===== config.mk =====
export PLATFORM = sky130hd
export DESIGN_NAME = sorted_priority_queue
export DESIGN_NICKNAME = d
export VERILOG_FILES = /design/src/rtl/core/spq_pkg.sv /design/src/rtl/core/spq_cell.sv /design/src/rtl/core/sorted_priority_queue.sv
export VERILOG_INCLUDE_DIRS = /design/src /design/src/rtl/core
export SDC_FILE = /design/constraint.sdc
export NUM_CORES = 2
export LEC_CHECK = 0
export BUFFER_PORTS_ARGS = -buffer_cell sky130_fd_sc_hd__buf_2
export CORE_ASPECT_RATIO = 0.6
export CORE_MARGIN = 2
export CORE_UTILIZATION = 40
export DETAILED_ROUTE_END_ITERATION = 10
export PLACE_DENSITY_LB_ADDON = 0.05
export SLEW_MARGIN = 10
export SYNTH_ARGS = -nofsm -noshare
export SYNTH_HDL_FRONTEND = slang
export SYNTH_SLANG_ARGS = --single-unit

===== constraint.sdc =====
create_clock -name clk -period 8.1 [get_ports clk]
set_input_delay 1.62 -clock clk [delete_from_list [all_inputs] [get_ports clk]]
set_output_delay 1.62 -clock clk [all_outputs]
set_load 0.01 [all_outputs]

===== src/rtl/core/sorted_priority_queue_assert.svh =====
// ----------------------------------------------------------------------------
// Assertion macros for the sorted priority queue
// Implication checks in the same cycle and in the next cycle.
// ----------------------------------------------------------------------------
`ifndef SORTED_PRIORITY_QUEUE_ASSERT_SVH
`define SORTED_PRIORITY_QUEUE_ASSERT_SVH

`ifndef SYNTHESIS
`define SPQ_ASSERT_NOW(label, clk, rst_n, lhs, rhs) \
	label: assert property (@(posedge clk) disable iff (!rst_n) (lhs) |-> (rhs)) \
		else $error("assertion failed in sorted priority queue");
`define SPQ_ASSERT_NEXT(label, clk, rst_n, lhs, rhs) \
	label: assert property (@(posedge clk) disable iff (!rst_n) (lhs) |=> (rhs)) \
		else $error("assertion failed in sorted priority queue");
`else
`define SPQ_ASSERT_NOW(label, clk, rst_n, lhs, rhs)
`define SPQ_ASSERT_NEXT(label, clk, rst_n, lhs, rhs)
`endif

`endif


===== src/rtl/core/spq_pkg.sv =====
// ----------------------------------------------------------------------------
// Sorted priority queue package
// Item types, operation and status codes, and default sizes.
// ----------------------------------------------------------------------------
package spq_pkg;

	localparam int VALUE_BITS     = 32;
	localparam int IN_WEIGHT_BITS = 16;
	localparam int COUNT_BITS     = 5;
	localparam int DEPTH_DEF      = 16;
	localparam int WEIGHT_DEF     = 16;

	localparam logic [COUNT_BITS-1:0] CAP_RESET = 5'd16;
	localparam logic signed [VALUE_BITS-1:0] MOST_NEG = 32'sh8000_0000;

	typedef enum logic [1:0] {
		OP_ENQ  = 2'd0,
		OP_DEQ  = 2'd1,
		OP_PEEK = 2'd2,
		OP_NOP  = 2'd3
	} opcode_t;

	typedef enum logic [1:0] {
		ST_OK    = 2'd0,
		ST_OVER  = 2'd1,
		ST_UNDER = 2'd2
	} status_t;

	typedef enum logic [1:0] {
		CELL_HOLD,
		CELL_NEW,
		CELL_LEFT,
		CELL_RIGHT
	} cell_op_t;

	typedef struct packed {
		opcode_t                       opcode;
		logic signed [VALUE_BITS-1:0]     item_value;
		logic signed [IN_WEIGHT_BITS-1:0] item_weight;
	} spq_in_t;

	typedef struct packed {
		logic signed [VALUE_BITS-1:0] out_value;
		status_t                      status;
		logic [COUNT_BITS-1:0]        entry_count;
		logic                         is_empty;
		logic                         is_full;
	} spq_out_t;

endpackage


===== src/rtl/core/spq_cell.sv =====
// ----------------------------------------------------------------------------
// Sorted priority queue cell
// One slot of the sorted chain: holds an entry, compares it against the
// incoming weight and loads the new item or a neighbor's entry.
// ----------------------------------------------------------------------------
module spq_cell #(
	parameter int WEIGHT_BITS = spq_pkg::WEIGHT_DEF
) (
	input  logic                                  clk,
	input  logic                                  occupied,
	input  spq_pkg::cell_op_t                     cell_op,
	input  logic signed [spq_pkg::VALUE_BITS-1:0] new_value,
	input  logic signed [WEIGHT_BITS-1:0]         new_weight,
	input  logic signed [spq_pkg::VALUE_BITS-1:0] left_value,
	input  logic signed [WEIGHT_BITS-1:0]         left_weight,
	input  logic signed [spq_pkg::VALUE_BITS-1:0] right_value,
	input  logic signed [WEIGHT_BITS-1:0]         right_weight,
	output logic signed [spq_pkg::VALUE_BITS-1:0] value,
	output logic signed [WEIGHT_BITS-1:0]         weight,
	output logic                                  ge
);
	import spq_pkg::*;

	logic signed [VALUE_BITS-1:0]  value_q;
	logic signed [WEIGHT_BITS-1:0] weight_q;

	always_ff @(posedge clk) begin
		unique case (cell_op)
			CELL_HOLD: begin
				value_q  <= value_q;
				weight_q <= weight_q;
			end
			CELL_NEW: begin
				value_q  <= new_value;
				weight_q <= new_weight;
			end
			CELL_LEFT: begin
				value_q  <= left_value;
				weight_q <= left_weight;
			end
			CELL_RIGHT: begin
				value_q  <= right_value;
				weight_q <= right_weight;
			end
		endcase
	end

	// The held entry stays ahead of a new item of equal or lower weight.
	assign ge     = occupied && (new_weight <= weight_q);
	assign value  = value_q;
	assign weight = weight_q;

endmodule


===== src/rtl/core/sorted_priority_queue.sv =====
// ----------------------------------------------------------------------------
// Sorted priority queue
// The result of an item appears with done in the cycle after start.
// Throughput: one item per cycle; busy stays low, since every cell of the
// chain compares and shifts in the same cycle.
// Reset: count clears to zero and capacity returns to sixteen; slot contents
// are left as they are and are never read before being written.
// ----------------------------------------------------------------------------
module sorted_priority_queue #(
	parameter int DEPTH       = spq_pkg::DEPTH_DEF,
	parameter int WEIGHT_BITS = spq_pkg::WEIGHT_DEF
) (
	input  logic                          clk,
	input  logic                          arst_n,
	input  logic                          start,
	output logic                          busy,
	input  spq_pkg::spq_in_t              cmd,
	output logic                          done,
	output spq_pkg::spq_out_t             rsp,
	input  logic                          cfg_we,
	input  logic [spq_pkg::COUNT_BITS-1:0] cfg_wdata
);
	import spq_pkg::*;

	`include "sorted_priority_queue_assert.svh"

	logic [COUNT_BITS-1:0] cap_q;
	logic [COUNT_BITS-1:0] count_q;
	logic [COUNT_BITS-1:0] count_next;
	logic [COUNT_BITS-1:0] eff_cap;
	logic                  full_now;
	logic                  enq_ok;
	logic                  deq_ok;
	logic                  done_q;
	spq_out_t              rsp_q;
	spq_out_t              rsp_next;

	logic signed [WEIGHT_BITS-1:0] new_weight;
	logic [DEPTH-1:0]              ge;
	logic [DEPTH-1:0]              prev_ge;
	cell_op_t                      cell_op   [DEPTH];
	logic signed [VALUE_BITS-1:0]  val_a     [DEPTH];
	logic signed [WEIGHT_BITS-1:0] wt_a      [DEPTH];
	logic signed [VALUE_BITS-1:0]  left_val  [DEPTH];
	logic signed [WEIGHT_BITS-1:0] left_wt   [DEPTH];
	logic signed [VALUE_BITS-1:0]  right_val [DEPTH];
	logic signed [WEIGHT_BITS-1:0] right_wt  [DEPTH];

	assign busy = 1'b0;

	if (WEIGHT_BITS <= IN_WEIGHT_BITS) begin : g_wt_narrow
		assign new_weight = cmd.item_weight[WEIGHT_BITS-1:0];
	end else begin : g_wt_wide
		assign new_weight = {{(WEIGHT_BITS-IN_WEIGHT_BITS){1'b0}}, cmd.item_weight};
	end

	always_comb begin
		if (cap_q == '0) begin
			eff_cap = COUNT_BITS'(1);
		end else if (int'(cap_q) > DEPTH) begin
			eff_cap = COUNT_BITS'(DEPTH);
		end else begin
			eff_cap = cap_q;
		end
	end

	assign full_now = count_q >= eff_cap;
	assign enq_ok   = start && (cmd.opcode == OP_ENQ) && !full_now;
	assign deq_ok   = start && (cmd.opcode == OP_DEQ) && (count_q != '0);
	assign prev_ge  = {ge[DEPTH-2:0], 1'b1};

	always_comb begin
		priority if (enq_ok) begin
			count_next = count_q + COUNT_BITS'(1);
		end else if (deq_ok) begin
			count_next = count_q - COUNT_BITS'(1);
		end else begin
			count_next = count_q;
		end
	end

	for (genvar i = 0; i < DEPTH; i++) begin : g_cell
		if (i == 0) begin : g_head
			assign left_val[i] = cmd.item_value;
			assign left_wt[i]  = new_weight;
		end else begin : g_body
			assign left_val[i] = val_a[i-1];
			assign left_wt[i]  = wt_a[i-1];
		end

		if (i == DEPTH-1) begin : g_tail
			assign right_val[i] = val_a[i];
			assign right_wt[i]  = wt_a[i];
		end else begin : g_inner
			assign right_val[i] = val_a[i+1];
			assign right_wt[i]  = wt_a[i+1];
		end

		always_comb begin
			priority if (enq_ok && !ge[i]) begin
				cell_op[i] = prev_ge[i] ? CELL_NEW : CELL_LEFT;
			end else if (deq_ok && (i < DEPTH-1)) begin
				cell_op[i] = CELL_RIGHT;
			end else begin
				cell_op[i] = CELL_HOLD;
			end
		end

		spq_cell #(
			.WEIGHT_BITS (WEIGHT_BITS)
		) u_cell (
			.clk          (clk),
			.occupied     (int'(count_q) > i),
			.cell_op      (cell_op[i]),
			.new_value    (cmd.item_value),
			.new_weight   (new_weight),
			.left_value   (left_val[i]),
			.left_weight  (left_wt[i]),
			.right_value  (right_val[i]),
			.right_weight (right_wt[i]),
			.value        (val_a[i]),
			.weight       (wt_a[i]),
			.ge           (ge[i])
		);
	end

	always_comb begin
		rsp_next.out_value   = '0;
		rsp_next.status      = ST_OK;
		rsp_next.entry_count = count_next;
		rsp_next.is_empty    = count_next == '0;
		rsp_next.is_full     = count_next >= eff_cap;
		unique case (cmd.opcode)
			OP_ENQ: begin
				if (full_now) begin
					rsp_next.status = ST_OVER;
				end
			end
			OP_DEQ, OP_PEEK: begin
				if (count_q == '0) begin
					rsp_next.status    = ST_UNDER;
					rsp_next.out_value = MOST_NEG;
				end else begin
					rsp_next.out_value = val_a[0];
				end
			end
			OP_NOP: begin
				rsp_next.status = ST_OK;
			end
		endcase
	end

	always_ff @(posedge clk or negedge arst_n) begin
		if (!arst_n) begin
			cap_q   <= CAP_RESET;
			count_q <= '0;
			done_q  <= 1'b0;
		end else begin
			if (cfg_we) begin
				cap_q <= cfg_wdata;
			end
			if (start) begin
				count_q <= count_next;
			end
			done_q <= start;
		end
	end

	always_ff @(posedge clk) begin
		if (start) begin
			rsp_q <= rsp_next;
		end
	end

	assign done = done_q;
	assign rsp  = rsp_q;

	`SPQ_ASSERT_NEXT(a_start_done, clk, arst_n, start, done)
	`SPQ_ASSERT_NEXT(a_idle_count, clk, arst_n, !start, $stable(count_q))
	`SPQ_ASSERT_NOW(a_under_value, clk, arst_n, done && (rsp.status == ST_UNDER),
		(rsp.out_value == MOST_NEG) && rsp.is_empty)
	`SPQ_ASSERT_NOW(a_empty_flag, clk, arst_n, done, rsp.is_empty == (rsp.entry_count == '0))

endmodule

; ---- After elaboration in Yosys (flattened, before gate mapping)
; Index checks and enable logic that the tools add are counted.
[word_totals]
in_bits = 59
ff_bits = 820
out_inout_bits = 43
word_cells = 280
[op_classes]
n_mux = 72
n_eq_ne = 51
bitwise_logic = 1
n_lt_le_gt_ge = 35
n_reduce_logical = 78
addsub = 2
[ops]
columns = op, n
row1 = $pmux 32 s3, 14
row2 = $pmux 16 s3, 14
row3 = $le 16x16->1, 16
row4 = $pmux 32 s2, 2
row5 = $eq 2x2->1 const B, 34
row6 = $mux 2, 33
row7 = $pmux 16 s2, 2
row8 = $gt 5x4->1 const B, 8
row9 = $logic_and 1x1->1, 36
row10 = $eq 2x1->1 const B, 17
row11 = $logic_not 2->1, 17
row12 = $mux 32, 1
row13 = $gt 5x3->1 const B, 4
row14 = $mux 5, 4
row15 = $logic_not 1->1, 17
row16 = $logic_not 5->1, 3
row17 = $ge 5x5->1, 2
row18 = $gt 5x1->1 const B, 2
row19 = $gt 5x2->1 const B, 2
row20 = $reduce_or 2->1, 4
row21 = $pmux 2 s3, 1
row22 = $add 5x1->5 const B, 1
row23 = $gt 5x5->1 const B, 1
row24 = $reduce_bool 5->1, 1
row25 = 3 further kinds, 3

; ---- Longest topological paths before layout
[depth]
depth_word = 11
ltp_mapped = 19
ltp_nobuf = 17

; ---- Cells and area by module
; A second synthesis with hierarchy kept.
[unflattened]
cells_unflattened = 4605
area_unflattened_um2 = 48954.5
[modules_own_cells]
columns = mod, cells_each, area_per_inst_um2, n_inst, seq_area_each_um2
row1 = spq_cell (g_cell[0].u_cell ...), 271, 2865.2, 11, 1441.4
row2 = spq_cell (g_cell[5].u_cell ...), 266, 2892.8, 5, 1441.4
row3 = sorted_priority_queue, 294, 2972.9, 1, 1507.7

; ---- Worst setup path after synthesis
; OpenSTA, ideal clock, no wires.
[synth_path]
kind = input port to flip-flop
startpoint = input cmd[0] in the netlist's numbering
endpoint = register g_cell[11].u_cell.value_q[0], enable pin
n_path_buf = 2
setup_ns = 0.520
path_slack_ns = 0.533
arrival_time_ns = 7.047
path_stages = 10
required_time_ns = 7.580
path_cell_list = inv_1 -> clkbuf_1 -> ha_1 -> nor2b_1 -> o211ai_1 -> a21boi_0 -> nor4b_1 -> a221oi_4 -> clkbuf_1 -> o21ai_0
[synth_via]
elab_chain_cells = 6
elab_cells_between_ends = 9
cone_classes = 2 x order compare / 2 x mux / 5 x reduce/logical
[synth_lines]
columns = element, line_no
row1 = from (decl), sorted_priority_queue.sv:17  ; input spq_pkg::spq_in_t cmd,
row2 = $le 16x16->1, spq_cell.sv:49  ; assign ge = occupied && (new_weight <= weight_q);
row3 = $logic_and 1x1->1, spq_cell.sv:49
row4 = $logic_not 1->1, sorted_priority_queue.sv:100  ; priority if (enq_ok && !ge[i]) begin
row5 = $logic_and 1x1->1, sorted_priority_queue.sv:100
row6 = $mux 2 (*), sorted_priority_queue.sv:100
row7 = $logic_not 2->1 (*), spq_cell.sv:28  ; unique case (cell_op)
row8 = to (signal assigned), spq_cell.sv:30  ; value_q <= value_q;
row9 = to (signal assigned), spq_cell.sv:34  ; value_q <= new_value;
row10 = to (signal assigned), spq_cell.sv:38  ; value_q <= left_value;
row11 = to (decl), spq_cell.sv:24  ; logic signed [VALUE_BITS-1:0] value_q;
; Mark *: on every way between the ends. The rest lies on a longest branch, timed or not.
; A chain may end at the register's enable or synchronous reset.

; ---- Worst setup path in the final report
[layout_path]
startpoint = input cmd[0] in the netlist's numbering
endpoint = register g_cell[3].u_cell.weight_q[4] (data pin)
[layout_via]
elab_chain_cells = 7
elab_cells_between_ends = 12
cone_classes = 2 x order compare / 3 x eq/ne / 3 x mux / 4 x reduce/logical
[layout_lines]
columns = element, line_no
row1 = $le 16x16->1, spq_cell.sv:49
row2 = $logic_and 1x1->1, spq_cell.sv:49
row3 = $logic_not 1->1, sorted_priority_queue.sv:100
row4 = $logic_and 1x1->1, sorted_priority_queue.sv:100
row5 = $mux 2 (*), sorted_priority_queue.sv:100
row6 = $eq 2x2->1 / $eq 2x1->1 (equally long branches), spq_cell.sv:28
row7 = $pmux 16 s3 (*), spq_cell.sv:28
row8 = to (signal assigned), spq_cell.sv:31  ; weight_q <= weight_q;
row9 = to (signal assigned), spq_cell.sv:35  ; weight_q <= new_weight;
row10 = to (signal assigned), spq_cell.sv:39  ; weight_q <= left_weight;
row11 = to (decl), spq_cell.sv:25  ; logic signed [WEIGHT_BITS-1:0] weight_q;
; Marks and branches as above.

==> results.ini <==
[setup_path]
crit_path_frequent_cell=buf_4
r2r_cells=11
endpoint_kind=register
cp_cell_sequence=buf_2 > inv_1 > buf_4 > ha_1 > nand4_1 > nor4_1 > nor2b_1 > a21o_1 > a211oi_1 > a211oi_4 > buf_4 > or2_2 > buf_4 > o21ai_0
critPathBufInv=5
arrival_ns=6.56
r2r-start=count_q[0]
path_max_fanout=49
required_ns=8.63
rr_endpoint=g_cell[8].u_cell.value[21]
cp_slowest_cell=a211oi_1
path_class=input pin to register
critPathTopFamily=buffers and inverters
r2r_slack_ns=2.79
cpPeakStageDelay_ns=0.95
cp-start-kind=input pin

[sta]
maxSlewViolCount=0
final_hold_viol_count=0
finClkSkew_ns=0.0207
grt_setup_unrepaired=no
period_share_pct=74.4
worst_pin_slew_ns=1.25
post-route-min-period_ns=6.03
slew-limit-headroom_pct=16.1
tns_ns=0
timing.hold.ws_ns=0.512
max_freq_mhz=166
final-setup-viol-count=0

[routing]
totalWireLength_um=179000
dr.pass1.iters=6
post_drt_via_cell_ratio=6.69
postRouteAntennaNets=0
wire_per_inst_um=33.1
vias=36299
drtIter0Drc=5283
drc_errors=0

[clock_network]
cts.hold.buffers_added=0
clock-root-buffer=clkbuf_16
cts_made_buffers=87
post-cts-setup-buffers=0
clk_latency_ns=0.70
path_clk_slew_ns=0.07
clock_path_buffers=3
htree_num_levels=3
ctsResizeCount=0
cts_tree=built
cts_sinks=820

[synthesis]
synth_common_cells=edfxtp_1 (809), a221o_1 (333), inv_1 (310)
yosysTopAreaCell=edfxtp_1
syn_avg_cell_area_um2=11.6
yosys-top-cells-area=edfxtp_1 (53%), ha_1 (7.5%), a221o_1 (7.3%)
synth_cell_types=75
synth_top_flop_cell=edfxtp_1
synth_warnings=0
yosysSeqAreaShare_pct=54.0
synthCells=3907
synth_most_common_cell=edfxtp_1
ys_ff_latch=820
synth_top_area_share_pct=53.4
synthArstFlopShare_pct=1.34
synthesis.nets=4240
syn_area_um2=45500
synth-edff-count=809

[cells_and_area]
layout.nets=4180
fin_area_um2=50600
drive_gt1_share_pct=11.8
syn_to_final_growth_pct=11.2

[die]
dieWidth_um=439
fp-row-count=95
ios=102
core_um2=112000
die-area_um2=117000
initial_core_util_pct=40.5
die_y_um=265

[placement]
gp_congestion=0.925
placed_area_um2=47600
portBuffers=100
dp_hpwl_um=118000

[global_route]
grt_pass1_vias=33519
track_usage_pct=30.2
antenna_found_initial=15
grt_max_degree=97
overflow=0
grt_first_pass_wirelength_um=254000

[min_path]
hp-class=register to register
holdPathStages=1
min_to=cap_q[0]
hp-start=cap_q[0]

[power_and_ir_drop]
power_frac_comb_pct=32.8
p_total_mw=17.0
peakVddDrop_uv=227
swShare_pct=38.3
p_int_mw=10.5
clkPwrFrac_pct=25.1
pwr-share-seq_pct=42.1
p_leak_nw=18.6
switchingPower_mw=6.53
powerDensity_nw_per_um2=337

[job]
maxCapViolations=0

[run_status]
status=finished, final reports clean

## worst max-delay path by stage
stage / end / cells after the start / startpoint / slack, ns
after floorplan: g_cell[11].u_cell.value[0] / 10 / cmd[0] / 0.53
after detailed placement: g_cell[3].u_cell.weight[4] / 14 / cmd[0] / 1.53
final: g_cell[3].u_cell.weight[4] / 14 / cmd[0] / 2.07
after CTS: g_cell[3].u_cell.weight[4] / 14 / cmd[0] / 2.25
after global routing: g_cell[3].u_cell.value[21] / 14 / cmd[0] / 1.95
after global placement: g_cell[3].u_cell.weight[10] / 14 / cmd[0] / 1.62
## registers in the layout (all words and copies together) (netlist names)
name,count
count_q,5
g_cell.u_cell.value,512
cap_q,5
rsp,41
g_cell.u_cell.weight,256
done,1
## worst register-to-register path, cell delays in order (launching register included)
cell and delay [ns]:
dfrtp_1 0.59, inv_1 0.16, ha_1 0.31, nor2b_1 0.05, o211a_1 0.27, nor2_4 0.63, a211oi_1 0.31, a31oi_4 0.95
and2_4 0.85, buf_4 0.53, nor3_1 0.13, a221o_1 0.29
## routing by layer
| layer | vias to the layer above | global-route usage [%] | wire length (µm) | share of wire (%) |
|---|---|---|---|---|
| li1 | 15430 | - | - | - |
| met1 | 18356 | 48.3 | 84600 | 47 |
| met2 | 2285 | 38.4 | 67400 | 38 |
| met3 | 222 | 9.88 | 24200 | 14 |
| met4 | 6 | 6.16 | 3160 | 1.8 |
| met5 | - | 0 | 46 | 0.026 |
## area by class of cell
type | instances | area, µm²
flip-flops and latches | 820 | 24600
well taps | 1503 | 1880
fillers | 10324 | 61700
inverters | 310 | 1160
multi-input cells | 2431 | 18700
diodes | 3 | 7.51
clock inverters | 51 | 614
repair buffers | 197 | 1330
clock buffers | 109 | 2320
## stage by stage
stage	cells	worst slack, ns	util [%]
after floorplan	3907	0.533	-
after global placement	5258	1.62	42.4
after detailed placement	5260	1.53	42.4
after CTS	5420	2.25	45.0
after global routing	5422	1.95	45.0
final	5424	2.07	45.0
## kinds of logic (layout without fill, tap and decap cells)
group                      after synthesis  after routing  share of synthesized area, %
buffers and inverters                  656            667                          5.71
AOI/OAI and AO/OA                     1212           1212                          20.7
muxes                                  140            140                          3.27
adders and majority gates              274            274                          7.53
DFF                                    820            820                          54.0
xor gates and xnor gates                 6              6                         0.115
and+or+nand+nor                        798            798                          8.70
other                                    1              4                       0.00824
## placed cells by master, fill, tap and decap left out, types with 17 or more instances in the layout
cell type and instances:
mux2i_1 68, buf_2 100, nor2_1 187, inv_1 310, a221o_1 333, nor3_1 285, clkbuf_1 18, a21o_1 43
a21oi_1 128, o22ai_1 49, edfxtp_1 809, nor2b_1 28, and3_1 71, a22oi_1 258, ha_1 274, nand4_1 46
o31ai_1 216, buf_4 88, clkbuf_16 89, nand2_1 77, nand3_1 21, mux2_2 71, o21ai_0 79, o21a_1 17
## power by group through the flow
| stage | logic, mW | clock network [mW] | registers [mW] |
|---|---|---|---|
| 6_report | 5.59 | 4.27 | 7.17 |
| 5_1_grt | 5.99 | 4.47 | 7.26 |
| 4_1_cts | 5.49 | 4.32 | 7.13 |
| 3_5_place_dp | 5.47 | 0 | 7.20 |
| 3_3_place_gp | 5.31 | 0 | 7.19 |
| 2_1_floorplan | 3.42 | 0 | 6.81 |
(Power assumes the default switching activity.)
